### src/hw/rtl/sitrt_pkg.sv
// Shared types, constants and microcode table for the radix text converter.
// Used by sitrt_div, sitrt_seq and the top level; depends on nothing.
`timescale 1ns / 1ps

package sitrt_pkg;

	localparam int ValueBits  = 32;
	localparam int MaxSymbols = 32;
	localparam int SymBits    = 8;
	localparam int SymRegs    = MaxSymbols / 8;
	localparam int DigitBits  = $clog2(MaxSymbols);
	localparam int CountBits  = DigitBits + 1;
	localparam int CfgBits    = 64;
	localparam int CfgIdxBits = 3;
	localparam int StepBits   = 4;
	localparam int DivChunk   = 4;
	localparam int DivCycles  = ValueBits / DivChunk;
	localparam int DivCntBits = $clog2(DivCycles);

	localparam logic [SymBits-1:0] MinusChar = 8'd45;
	localparam logic [SymBits-1:0] LowLimit  = 8'd32;
	localparam logic [SymBits-1:0] HighLimit = 8'd127;

	typedef enum logic [CfgIdxBits-1:0] {
		CFG_SYMBOL_COUNT = 3'd0,
		CFG_SYMBOLS_0    = 3'd1,
		CFG_SYMBOLS_1    = 3'd2,
		CFG_SYMBOLS_2    = 3'd3,
		CFG_SYMBOLS_3    = 3'd4
	} cfg_reg_t;

	typedef enum logic [3:0] {
		OP_NOP,
		OP_LOAD,
		OP_CHK_N,
		OP_CHK_SYM,
		OP_DIV_START,
		OP_DIV_STEP,
		OP_PUSH,
		OP_SET_POS,
		OP_EMIT_SIGN,
		OP_EMIT_DIG,
		OP_EMIT_ERR
	} op_t;

	typedef enum logic [2:0] {
		C_NEVER,
		C_ALWAYS,
		C_WAIT_IN,
		C_BAD,
		C_IDX_MORE,
		C_DIV_BUSY,
		C_MORE_DIGITS,
		C_POS_ZERO
	} cond_t;

	typedef struct packed {
		op_t                 op;
		cond_t               cond;
		logic [StepBits-1:0] target;
	} ctrl_t;

	typedef struct packed {
		logic in_acc;
		logic bad;
		logic idx_more;
		logic div_busy;
		logic more_digits;
		logic pos_zero;
		logic stall;
	} flags_t;

	localparam logic [StepBits-1:0] StepIdle  = 4'd0;
	localparam logic [StepBits-1:0] StepSym   = 4'd3;
	localparam logic [StepBits-1:0] StepDiv   = 4'd5;
	localparam logic [StepBits-1:0] StepStep  = 4'd6;
	localparam logic [StepBits-1:0] StepDig   = 4'd10;
	localparam logic [StepBits-1:0] StepErr   = 4'd12;
	localparam logic [StepBits-1:0] StepLast  = 4'd12;

	// Conversion program: alphabet check, divide loop, then emit loop; a bad alphabet jumps to the error item.
	function automatic ctrl_t ucode_rom(input logic [StepBits-1:0] step);
		ctrl_t w;
		unique case (step)
			4'd0:    w = '{OP_LOAD,      C_WAIT_IN,     StepIdle};
			4'd1:    w = '{OP_CHK_N,     C_NEVER,       StepIdle};
			4'd2:    w = '{OP_NOP,       C_BAD,         StepErr};
			4'd3:    w = '{OP_CHK_SYM,   C_IDX_MORE,    StepSym};
			4'd4:    w = '{OP_NOP,       C_BAD,         StepErr};
			4'd5:    w = '{OP_DIV_START, C_NEVER,       StepIdle};
			4'd6:    w = '{OP_DIV_STEP,  C_DIV_BUSY,    StepStep};
			4'd7:    w = '{OP_PUSH,      C_MORE_DIGITS, StepDiv};
			4'd8:    w = '{OP_SET_POS,   C_NEVER,       StepIdle};
			4'd9:    w = '{OP_EMIT_SIGN, C_NEVER,       StepIdle};
			4'd10:   w = '{OP_EMIT_DIG,  C_POS_ZERO,    StepIdle};
			4'd11:   w = '{OP_NOP,       C_ALWAYS,      StepDig};
			4'd12:   w = '{OP_EMIT_ERR,  C_ALWAYS,      StepIdle};
			default: w = '{OP_NOP,       C_ALWAYS,      StepIdle};
		endcase
		return w;
	endfunction

endpackage

### src/hw/rtl/signed_integer_to_radix_text_unit.sv
// Per item: alphabet check, then a divider pass per digit, then position and sign,
// then the emitted digits, most significant first.
// One item at a time: no new value is accepted until its last character is issued.
// An invalid alphabet gives a single flagged item.
// Reset clears control state and configuration; the digit stack is not cleared.
// Datapath and output register; depends on sitrt_pkg, sitrt_div and sitrt_seq.
`timescale 1ns / 1ps

module signed_integer_to_radix_text_unit
	import sitrt_pkg::*;
(
	input  logic                  clk,
	input  logic                  arst_n,
	input  logic                  cfg_we,
	input  logic [CfgIdxBits-1:0] cfg_index,
	input  logic [CfgBits-1:0]    cfg_data,
	input  logic                  s_tvalid,
	output logic                  s_tready,
	input  logic [ValueBits-1:0]  s_tdata,  // value_in
	output logic                  m_tvalid,
	input  logic                  m_tready,
	output logic [SymBits-1:0]    m_tdata,  // out_char
	output logic                  m_tlast,  // final_char
	output logic                  m_tuser   // bad_alphabet
);

	logic [CountBits-1:0] sym_count_q;
	logic [CfgBits-1:0]   sym_regs_q [SymRegs];

	logic [ValueBits-1:0] mag_q;
	logic                 neg_q;
	logic                 bad_q;
	logic [DigitBits-1:0] idx_q;
	logic [CountBits-1:0] digit_total_q;
	logic [DigitBits-1:0] pos_q;
	logic [DigitBits-1:0] rd_digit_q;
	logic [DigitBits-1:0] stack_mem [MaxSymbols];

	logic                 out_valid_q;
	logic [SymBits-1:0]   out_char_q;
	logic                 out_last_q;
	logic                 out_bad_q;

	ctrl_t                ctrl;
	flags_t               flags;
	logic                 in_acc;
	logic                 emit_req;
	logic                 out_free;
	logic                 emit;
	logic [SymBits-1:0]   cur_sym;
	logic                 sym_bad;
	logic [ValueBits-1:0] div_quot;
	logic [DigitBits-1:0] div_rem;
	logic                 div_busy;

	function automatic logic [SymBits-1:0] sym_at(input logic [CfgBits-1:0] regs [SymRegs],
			input logic [DigitBits-1:0] k);
		return regs[k[DigitBits-1:3]][k[2:0]*SymBits +: SymBits];
	endfunction

	// Configuration registers.
	always_ff @(posedge clk or negedge arst_n) begin
		if (!arst_n) begin
			sym_count_q <= '0;
			for (int i = 0; i < SymRegs; i++) begin
				sym_regs_q[i] <= '0;
			end
		end else if (cfg_we) begin
			unique case (cfg_index)
				CFG_SYMBOL_COUNT: sym_count_q   <= cfg_data[CountBits-1:0];
				CFG_SYMBOLS_0:    sym_regs_q[0] <= cfg_data;
				CFG_SYMBOLS_1:    sym_regs_q[1] <= cfg_data;
				CFG_SYMBOLS_2:    sym_regs_q[2] <= cfg_data;
				CFG_SYMBOLS_3:    sym_regs_q[3] <= cfg_data;
				default:          ;
			endcase
		end
	end

	assign s_tready = (ctrl.op == OP_LOAD);
	assign in_acc   = s_tvalid && s_tready;

	// Check symbol idx_q: printable, not a minus, and unlike every earlier symbol.
	always_comb begin
		logic dup;
		cur_sym = sym_at(sym_regs_q, idx_q);
		dup     = 1'b0;
		for (int j = 0; j < MaxSymbols; j++) begin
			if (DigitBits'(j) < idx_q && sym_at(sym_regs_q, DigitBits'(j)) == cur_sym) begin
				dup = 1'b1;
			end
		end
		sym_bad = (cur_sym <= LowLimit) || (cur_sym >= HighLimit) || (cur_sym == MinusChar)
			|| dup;
	end

	assign emit_req = ((ctrl.op == OP_EMIT_SIGN) && neg_q) || (ctrl.op == OP_EMIT_DIG)
		|| (ctrl.op == OP_EMIT_ERR);
	assign out_free = !out_valid_q || m_tready;
	assign emit     = emit_req && out_free;

	always_comb begin
		flags.in_acc      = in_acc;
		flags.bad         = bad_q;
		flags.idx_more    = ({1'b0, idx_q} != (sym_count_q - 1'b1));
		flags.div_busy    = div_busy;
		flags.more_digits = (div_quot != '0) && (digit_total_q != CountBits'(MaxSymbols - 1));
		flags.pos_zero    = (pos_q == '0);
		flags.stall       = emit_req && !out_free;
	end

	sitrt_seq u_seq (
		.clk    (clk),
		.arst_n (arst_n),
		.flags  (flags),
		.ctrl   (ctrl)
	);

	sitrt_div u_div (
		.clk       (clk),
		.arst_n    (arst_n),
		.start     (ctrl.op == OP_DIV_START),
		.step      (ctrl.op == OP_DIV_STEP),
		.dividend  (mag_q),
		.base      (sym_count_q),
		.quotient  (div_quot),
		.remainder (div_rem),
		.busy      (div_busy)
	);

	always_ff @(posedge clk or negedge arst_n) begin
		if (!arst_n) begin
			bad_q         <= 1'b0;
			idx_q         <= '0;
			digit_total_q <= '0;
			pos_q         <= '0;
			neg_q         <= 1'b0;
		end else begin
			unique case (ctrl.op)
				OP_LOAD: begin
					if (in_acc) begin
						neg_q <= s_tdata[ValueBits-1];
					end
				end
				OP_CHK_N: begin
					bad_q         <= (sym_count_q < CountBits'(2))
						|| (sym_count_q > CountBits'(MaxSymbols));
					idx_q         <= '0;
					digit_total_q <= '0;
				end
				OP_CHK_SYM: begin
					bad_q <= bad_q || sym_bad;
					idx_q <= idx_q + 1'b1;
				end
				OP_PUSH:    digit_total_q <= digit_total_q + 1'b1;
				OP_SET_POS: pos_q <= DigitBits'(digit_total_q - 1'b1);
				OP_EMIT_DIG: begin
					if (emit) begin
						pos_q <= pos_q - 1'b1;
					end
				end
				default: ;
			endcase
		end
	end

	// Magnitude: two's complement negate, unsigned, so the most negative value fits.
	always_ff @(posedge clk) begin
		if (in_acc) begin
			mag_q <= s_tdata[ValueBits-1] ? (~s_tdata + 1'b1) : s_tdata;
		end else if (ctrl.op == OP_PUSH) begin
			mag_q <= div_quot;
		end
	end

	// Digit stack, least significant first; registered read at pos_q.
	always_ff @(posedge clk) begin
		if (ctrl.op == OP_PUSH) begin
			stack_mem[digit_total_q[DigitBits-1:0]] <= div_rem;
		end
		rd_digit_q <= stack_mem[pos_q];
	end

	always_ff @(posedge clk or negedge arst_n) begin
		if (!arst_n) begin
			out_valid_q <= 1'b0;
		end else if (emit) begin
			out_valid_q <= 1'b1;
		end else if (m_tready) begin
			out_valid_q <= 1'b0;
		end
	end

	always_ff @(posedge clk) begin
		if (emit) begin
			unique case (ctrl.op)
				OP_EMIT_SIGN: begin
					out_char_q <= MinusChar;
					out_last_q <= 1'b0;
					out_bad_q  <= 1'b0;
				end
				OP_EMIT_DIG: begin
					out_char_q <= sym_at(sym_regs_q, rd_digit_q);
					out_last_q <= (pos_q == '0);
					out_bad_q  <= 1'b0;
				end
				default: begin
					out_char_q <= '0;
					out_last_q <= 1'b1;
					out_bad_q  <= 1'b1;
				end
			endcase
		end
	end

	assign m_tvalid = out_valid_q;
	assign m_tdata  = out_char_q;
	assign m_tlast  = out_last_q;
	assign m_tuser  = out_bad_q;

	a_no_accept_busy: assert property (@(posedge clk) disable iff (!arst_n)
		in_acc |=> !s_tready)
		else $error("item taken while converting");

	a_err_item: assert property (@(posedge clk) disable iff (!arst_n)
		(m_tvalid && m_tuser) |-> (m_tlast && m_tdata == '0))
		else $error("flagged item malformed");

	a_digit_total: assert property (@(posedge clk) disable iff (!arst_n)
		digit_total_q <= CountBits'(MaxSymbols))
		else $error("digit count overflow");

	a_char_printable: assert property (@(posedge clk) disable iff (!arst_n)
		(m_tvalid && !m_tuser) |-> (m_tdata > LowLimit && m_tdata < HighLimit))
		else $error("emitted character outside printable range");

endmodule

### src/hw/rtl/sitrt_div.sv
// Iterative divider of the magnitude by the base, DivChunk quotient bits a cycle.
// Depends on sitrt_pkg.
`timescale 1ns / 1ps

module sitrt_div
	import sitrt_pkg::*;
(
	input  logic                 clk,
	input  logic                 arst_n,
	input  logic                 start,
	input  logic                 step,
	input  logic [ValueBits-1:0] dividend,
	input  logic [CountBits-1:0] base,
	output logic [ValueBits-1:0] quotient,
	output logic [DigitBits-1:0] remainder,
	output logic                 busy
);

	logic [ValueBits-1:0]  quot_q;
	logic [CountBits-1:0]  rem_q;
	logic [DivCntBits-1:0] cnt_q;
	logic [ValueBits-1:0]  quot_d;
	logic [CountBits-1:0]  rem_d;

	// Restoring steps; the remainder stays below the base, so each step is narrow.
	always_comb begin
		logic [CountBits-1:0] t;
		quot_d = quot_q;
		rem_d  = rem_q;
		for (int k = 0; k < DivChunk; k++) begin
			t = {rem_d[CountBits-2:0], quot_d[ValueBits-1]};
			if (t >= base) begin
				rem_d  = t - base;
				quot_d = {quot_d[ValueBits-2:0], 1'b1};
			end else begin
				rem_d  = t;
				quot_d = {quot_d[ValueBits-2:0], 1'b0};
			end
		end
	end

	always_ff @(posedge clk or negedge arst_n) begin
		if (!arst_n) begin
			cnt_q <= '0;
		end else if (start) begin
			cnt_q <= '0;
		end else if (step) begin
			cnt_q <= cnt_q + 1'b1;
		end
	end

	always_ff @(posedge clk) begin
		if (start) begin
			quot_q <= dividend;
			rem_q  <= '0;
		end else if (step) begin
			quot_q <= quot_d;
			rem_q  <= rem_d;
		end
	end

	assign quotient  = quot_q;
	assign remainder = rem_q[DigitBits-1:0];
	assign busy      = (cnt_q != DivCntBits'(DivCycles - 1));

endmodule

### src/hw/rtl/sitrt_seq.sv
// Microcode sequencer: step counter, control word lookup and conditional jumps.
// Depends on sitrt_pkg for the control word, flags and program table.
`timescale 1ns / 1ps

module sitrt_seq
	import sitrt_pkg::*;
(
	input  logic   clk,
	input  logic   arst_n,
	input  flags_t flags,
	output ctrl_t  ctrl
);

	logic [StepBits-1:0] step_q;
	logic [StepBits-1:0] step_d;
	logic                jump;

	assign ctrl = ucode_rom(step_q);

	always_comb begin
		unique case (ctrl.cond)
			C_NEVER:       jump = 1'b0;
			C_ALWAYS:      jump = 1'b1;
			C_WAIT_IN:     jump = !flags.in_acc;
			C_BAD:         jump = flags.bad;
			C_IDX_MORE:    jump = flags.idx_more;
			C_DIV_BUSY:    jump = flags.div_busy;
			C_MORE_DIGITS: jump = flags.more_digits;
			C_POS_ZERO:    jump = flags.pos_zero;
			default:       jump = 1'b0;
		endcase
		// Hold the step while the output slot is full.
		if (flags.stall) begin
			step_d = step_q;
		end else if (jump) begin
			step_d = ctrl.target;
		end else begin
			step_d = step_q + 1'b1;
		end
	end

	always_ff @(posedge clk or negedge arst_n) begin
		if (!arst_n) begin
			step_q <= StepIdle;
		end else begin
			step_q <= step_d;
		end
	end

	a_step_range: assert property (@(posedge clk) disable iff (!arst_n)
		step_q <= StepLast)
		else $error("sequencer step beyond program");

	a_hold_on_stall: assert property (@(posedge clk) disable iff (!arst_n)
		flags.stall |=> step_q == $past(step_q))
		else $error("step moved while output stalled");

	a_wait_idle: assert property (@(posedge clk) disable iff (!arst_n)
		(step_q == StepIdle && !flags.in_acc) |=> step_q == StepIdle)
		else $error("left idle without an item");

endmodule

### config.mk
export PLATFORM = sky130hd
export DESIGN_NAME = signed_integer_to_radix_text_unit
export DESIGN_NICKNAME = d
export VERILOG_FILES = /design/src/hw/rtl/sitrt_pkg.sv /design/src/hw/rtl/signed_integer_to_radix_text_unit.sv /design/src/hw/rtl/sitrt_div.sv /design/src/hw/rtl/sitrt_seq.sv
export SDC_FILE = /design/constraint.sdc
export NUM_CORES = 1
export LEC_CHECK = 0
export BUFFER_PORTS_ARGS = -buffer_cell sky130_fd_sc_hd__buf_2
export CAP_MARGIN = 20
export CORE_MARGIN = 2
export CORE_UTILIZATION = 40
export CTS_CLUSTER_SIZE = 10
export DETAILED_ROUTE_END_ITERATION = 10
export PLACE_DENSITY = 0.57
export SYNTH_ARGS = -nofsm -noshare
export SYNTH_HDL_FRONTEND = slang
export SYNTH_SLANG_ARGS = --single-unit
### constraint.sdc
create_clock -name clk -period 7.6 [get_ports clk]
set_input_delay 0.76 -clock clk [delete_from_list [all_inputs] [get_ports clk]]
set_output_delay 0.76 -clock clk [all_outputs]
set_load 0.02 [all_outputs]
==> results of run 1 <==
[critical path: cells and delay by family, from the launching register on]
family	cells	cell delay, ns
AOI/OAI and AO/OA	15	2.53
adders and majority gates	5	1.59
DFF	1	0.57
buffers and inverters	5	0.78
and+or+nand+nor	3	0.29
muxes	4	1.32
[layer usage]
layer,up-vias,routed length [µm],track usage [%]
met1,10600,40110,33.25
met2,743,40690,34.82
met4,16,2253,6.479
met5,-,109,0
met3,150,6189,4.100
li1,9049,-,-
[final cells by class]
cell class	count	area [µm²]	area share [%]
multi-input combinational	1637	14960	44.25
clock inverter	11	236.5	0.6996
sequential	532	14450	42.74
timing repair buffer	163	958.4	2.836
tap	969	1212	3.587
clock buffer	103	1851	5.475
antenna	1	2.502	0.007404
inverter	36	135.1	0.3998
[sequential cells by signal (all words and copies together), names as in the netlist]
| name | flops |
|---|---|
| rd_digit_q | 5 |
| u_div.quotient | 32 |
| sym_regs_q | 256 |
| mag_q | 32 |
| bad_q | 1 |
| pos_q | 5 |
| m_tdata | 8 |
| sym_count_q | 6 |
| u_div.cnt_q | 3 |
| u_div.rem_q | 5 |
| m_tuser | 1 |
| idx_q | 5 |
| stack_mem | 160 |
| u_seq.step_q | 4 |
| m_tlast | 1 |
| neg_q | 1 |
| m_tvalid | 1 |
| digit_total_q | 6 |
[how the worst min path moves through the flow]
| stage | from | to | slack [ns] |
|---|---|---|---|
| floorplan | digit_total_q[5]$_DFFE_PN0P_ | digit_total_q[5]$_DFFE_PN0P_ | 0.45 |
| global placement | digit_total_q[5]$_DFFE_PN0P_ | digit_total_q[5]$_DFFE_PN0P_ | 0.46 |
| detailed placement | digit_total_q[5]$_DFFE_PN0P_ | digit_total_q[5]$_DFFE_PN0P_ | 0.48 |
| CTS | arst_n | sym_regs_q[81]$_DFFE_PN0P_ | 0.32 |
| global route | arst_n | sym_regs_q[214]$_DFFE_PN0P_ | 0.36 |
| finish | arst_n | sym_regs_q[212]$_DFFE_PN0P_ | 0.28 |
[power by group]
| part | internal [W] | switching, W | leakage (nW) |
|---|---|---|---|
| Clock | 0.00174 | 0.00128 | 0.989 |
| Sequential | 0.00369 | 0.000755 | 5.70 |
| Combinational | 0.00305 | 0.00381 | 5.58 |
| Total | 0.00848 | 0.00584 | 12.3 |
[cell families after synthesis]
group                      share of synthesized area [%]
and+or+nand+nor                                    7.340
muxes                                              25.31
xor gates and xnor gates                           8.544
AOI/OAI and AO/OA                                  6.169
DFF                                                47.73
buffers and inverters                              2.983
adders and majority gates                          1.920
[stage by stage]
step	instance area, µm²	util (%)	cells	setup slack [ns]
floorplan	30240	-	2353	0.3661
global placement	31710	42.45	3337	0.5270
detailed placement	31710	42.45	3337	0.4220
CTS	33790	45.24	3451	0.4196
global route	33800	45.25	3451	0.008120
finish	33800	45.25	3452	0.4940
[synth_stat cells (11+ instances only)]
cell type / instances
a21oi_1: 85
mux2i_1: 150
buf_1: 12
nand4_1: 42
nor3_1: 26
nor2_1: 127
buf_6: 18
o21ai_0: 74
mux4_2: 124
dfrtp_1: 288
ha_1: 40
nand2_1: 73
inv_1: 36
o22ai_1: 38
edfxtp_1: 234
xnor2_1: 207
nor4_1: 41
nand3_1: 49
o31ai_1: 18
a21o_1: 11
clkbuf_1: 85
mux2_2: 296
buf_2: 20
xor2_1: 88
==> run metrics, run 1 <==
TritonCTS clock tree=built; Slowest cell on crit path=dfrtp_1; commonest non-fill, non-tap cells in the layout=mux2_2 (296), dfrtp_1 (286), edfxtp_1 (234); Pleak=around 12 nW; RSZ-0062 raised after global routing=no; EDFF count, synth=around 230; first-pass GRT wire length=~130 mm; status=complete, no violations; Top FF cell, synth=dfrtp_1; WP data required=slightly above 8 ns; Synth top area share=about a quarter; CP Max Fanout=9; Via density=approximately 6.0; fmax=~0.14 GHz; final hold vios=0; Worst path max stage delay=between 0.5 and 0.6 ns; CP endpoint kind=flop; Startpoint Class=flop; Power Density=423.7 nW/µm²; Setup TNS=0 ns; Post-DP HPWL=just over 60 mm; syn_area_per_cell=between 10 and 15 µm²; Netlist Area Pre-Place=~30000 µm²; Worst-Margin Slew=between 1 and 1.5 ns; skew final=0.04550 ns; Yosys warnings=0; post-CTS sizing=0; Fillers=6731; Max-cap violations=0; Crit path top cell by count=a21oi_1; Syn Inst Count=between 2000 and 2500; leading area contributor after synthesis=dfrtp_1; slew margin rel.=about a quarter; clock sinks=approximately 530; vias in the first global route=roughly 20000; Mapped Nets=roughly 2500; Yosys reg bits=roughly 530; Core ar.=roughly 75000 µm²; Post-CTS Hold Fix Bufs=0; Setup violations, final=0; fin crit share=between 90 and 100%; initial antenna violation count=13; worst skew pair latency=between 0.6 and 0.7 ns; Post-CTS Setup Bufs=0; Final min period=7.106 ns; share of cells above drive strength 1=27.96%; hold crit path type=in2async; FFs w/ async S/R, synth=approximately 54%; Buffers on Ports=115; CTS buffer count=66; leading post-synthesis cells by cell area=dfrtp_1 (24%), edfxtp_1 (23%), mux2_2 (11%), mux4_2 (9.2%), xnor2_1 (6.0%); critical path class=reg2reg; RePlAce Congestion=between 0.9 and 1; setup slack, reg-to-reg=0.49 ns; Slew Limit Fails=0; Routed WL per cell=~26 µm; CP Data Arrival Time=between 7 and 8 ns; DIE WIDTH=279.0 µm; # nets final=around 2600; Clock transition at path regs=~0.050 ns; hold slack=0.2843 ns; H-tree levels=3; CP startpoint=sym_count_q[0]$_DFFE_PN0P_; Max IR drop VDD=approximately 0.00029 V; Root Driver=clkbuf_16; reg2reg start=sym_count_q[0]$_DFFE_PN0P_; register area share after synthesis=between 40% and 50%; R2R Path End=u_div.rem_q[1]$_SDFFE_PP0P_; Initial Util=40.48%; drt total wl=a little under 90 mm; total power=around 0.014 W; DR iter-0 viols=2219; post-route ant nets=0; synth unique cells=73; clock buffer depth=3; crit path to=u_div.rem_q[1]$_SDFFE_PP0P_; DR DRC count=0; Rows=100; DIE AREA=between 70000 and 80000 µm²; grt ovf=0; commonest non-fill, non-tap cell in the layout=mux2_2; Vias=slightly above 20000; IO Pins=approximately 120; largest net degree at the start of global routing=between 150 and 200; R2R depth=32; GRT Resource Usage Total=22.80%; Area Growth Syn to Fin=11.78%; DRT Pass-1 Iters=6; Die Y=roughly 280 µm
No activity file was read; power rests on OpenSTA's default activity.
==> run 2, diff against run 1 <==
--- a/config.mk
+++ b/config.mk
@@ -7,7 +7,7 @@
 export LEC_CHECK = 0
 export BUFFER_PORTS_ARGS = -buffer_cell sky130_fd_sc_hd__buf_2
 export CAP_MARGIN = 20
-export CORE_MARGIN = 2
+export CORE_MARGIN = 5
 export CORE_UTILIZATION = 40
 export CTS_CLUSTER_SIZE = 10
 export DETAILED_ROUTE_END_ITERATION = 10
==> run 2 against run 1 <==
Die area rose by 4.3%. Sequential share of layout area increased by 0.073 points. Via count fell by 0.16%. Clock skew shrank 0.017 ns. Final cell count about the same. Power down 0.56%. Combinational power fell by 1%. Non-clock buffer count is 5 higher.
==> run metrics, run 2 (synthesis results as in run 1) <==
met2 Use GR=32.73% (-2.1 points); Core ar.=74700 µm² (unchanged); Rows=100 (unchanged); WP data required=8.09 ns (-0.08 ns); final instance area=33740 µm² (-0.17%); Startpoint Class=flop; slew margin rel.=27.46% (+1.6 points); first-pass GRT wire length=136.5 mm (+1.6%); Worst path max stage delay=0.40 ns (-0.17 ns); Pleak=12.26 nW (about the same); status=complete, no violations; Area after DPL=31680 µm² (about the same); Via density=5.943 (-0.18%); fmax=0.1390 GHz (-1.2%); Buffers on Ports=115 (unchanged); critical path class=reg2reg; Switching Fraction=40.59% (-0.19 points); Fillers=6699 (-0.48%); Die Y=285.0 µm (+2.2%); hold crit path type=in2async; # nets final=2589 (+0.19%); RSZ-0062 raised after global routing=no; clock buffer depth=3 (unchanged); fin crit share=94.65% (+1.2 points); commonest non-fill, non-tap cell in the layout=mux2_2; Combinational Power Share=47.7% (-0.2 points); hold slack=0.1606 ns (-0.1237 ns); DR iter-0 viols=1946 (-12%); Clock transition at path regs=0.06 ns (about the same); H-tree levels=3 (unchanged); grt ovf=0 (unchanged); initial antenna violation count=7 (-6); vias in the first global route=20590 (+0.99%); post-layout util=45.17% (-0.077 points); Setup TNS=0 ns (unchanged); final worst slack=0.4062 ns (-0.08775 ns); Clk pwr share=20.8% (-0.3 points); Setup violations, final=0 (unchanged); global routing's busiest layer=met2; DRT Pass-1 Iters=5 (-1); Max IR drop VDD=0.0002520 V (-12%); Placement Setup Slack=0.2784 ns (-0.1435 ns); Post-DP HPWL=63.14 mm (+1.5%); GRT Resource Usage Total=21.70% (-1.1 points); R2R depth=36 (+13%); IO Pins=116 (unchanged); Slew Limit Fails=0 (unchanged); M1 GR Usage=31.97% (-1.3 points); setup slack, reg-to-reg=0.41 ns (-0.09 ns); DR DRC count=0 (unchanged); Seq pwr share=31.5% (+0.5 points); RePlAce Congestion=0.9348 (+2.9%); R2R Path End=u_div.rem_q[3]$_SDFFE_PP0P_; Root Driver=clkbuf_16; drt total wl=89.43 mm (about the same); Area Growth Syn to Fin=11.59%; largest net degree at the start of global routing=104 (-31%); Power Density=422.0 nW/µm² (-0.40%); CP endpoint kind=flop; Routed WL per cell=25.90 µm (about the same); Internal=0.008459 W (-0.25%); Top reg by flops=sym_regs_q; worst skew pair latency=0.61 ns (-0.02 ns); Crit path top cell by count=a21oi_1; commonest non-fill, non-tap cells in the layout=mux2_2 (296), dfrtp_1 (284), edfxtp_1 (234); Initial Util=40.48% (unchanged); Net Sw Power=0.005781 W (-1.0%); Max-cap violations=0 (unchanged); Worst-Margin Slew=1.061 ns (-0.04076 ns); Slowest cell on crit path=fa_1; Vias=20520 (-0.16%); DIE AREA=81200 µm² (+4.3%); skew final=0.02802 ns (-0.01747 ns); clock sinks=532 (unchanged); post-route ant nets=0 (unchanged); share of cells above drive strength 1=28.27% (+0.31 points); TritonCTS clock tree=built; CP Data Arrival Time=7.69 ns (about the same); M3 GR Usage=3.778% (-0.32 points); CTS buffer count=66 (unchanged); DIE WIDTH=285.0 µm (+2.2%); Final min period=7.194 ns (+0.08774 ns); final hold vios=0 (unchanged); reg2reg start=u_div.quotient[31]$_DFFE_PP_; max reg flops=256 (unchanged); CP Max Fanout=9 (unchanged)
run 2: cell type report:
type / count / area, µm² / share of cell area [%]
inverter: 36 / 138.9 / 0.4116
clock inverter: 13 / 202.7 / 0.6007
antenna: 1 / 2.502 / 0.007416
clock buffer: 97 / 1798 / 5.329
timing repair buffer: 168 / 983.4 / 2.915
sequential: 532 / 14450 / 42.81
multi-input combinational: 1637 / 14960 / 44.33
tap: 969 / 1212 / 3.593
run 2: worst max path at each step:
stage                     depth (start not counted)                    startpoint  slack [ns]                     endpoint
after floorplan                                  29   u_div.rem_q[1]$_SDFFE_PP0P_        0.37  u_div.rem_q[1]$_SDFFE_PP0P_
after global placement                           35    sym_count_q[0]$_DFFE_PN0P_        0.46  u_div.rem_q[1]$_SDFFE_PP0P_
after detailed placement                         35    sym_count_q[0]$_DFFE_PN0P_        0.28  u_div.rem_q[3]$_SDFFE_PP0P_
after CTS                                        35    sym_count_q[0]$_DFFE_PN0P_        0.25  u_div.rem_q[3]$_SDFFE_PP0P_
after global routing                             36  u_div.quotient[31]$_DFFE_PP_       0.006  u_div.rem_q[3]$_SDFFE_PP0P_
final                                            36  u_div.quotient[31]$_DFFE_PP_        0.41  u_div.rem_q[3]$_SDFFE_PP0P_
run 2: per-layer routing:
metal / share of wire, % / up-vias
met5: 0.015 / -
met4: 3.3 / 2
met3: 6.4 / 150
met2: 45 / 740
met1: 46 / 10570
li1: - / 9063
run 2: power by group through the flow:
stage               sequential [W]  combinational, W  clock, W
CTS                        0.00447           0.00677   0.00304
global route               0.00456           0.00733   0.00316
finish                     0.00448           0.00679   0.00297
detailed placement         0.00452           0.00672         0
global placement           0.00450           0.00666         0
floorplan                  0.00413           0.00513         0
run 2: worst max-delay path, delay by kind of cell, from the launching register on:
kind / cells / cell delay (ns)
muxes: 4 / 1.32
AOI/OAI and AO/OA: 16 / 2.60
buffers and inverters: 7 / 0.97
DFF: 1 / 0.39
adders and majority gates: 5 / 1.47
and+or+nand+nor: 4 / 0.28
run 2: through the flow:
step | cells | total power, W
after detailed placement | 3336 | 0.01124
final | 3453 | 0.01424
after floorplan | 2353 | 0.009260
after CTS | 3446 | 0.01428
after global routing | 3452 | 0.01505
after global placement | 3336 | 0.01116
run 2: what timing repair did:
| action | CTS | global route |
|---|---|---|
| resized for setup | 0 | 4 |
| hold buffers | 0 | 0 |
| buffers inserted | 0 | 5 |
| setup endpoints to repair | 0 | 6 |
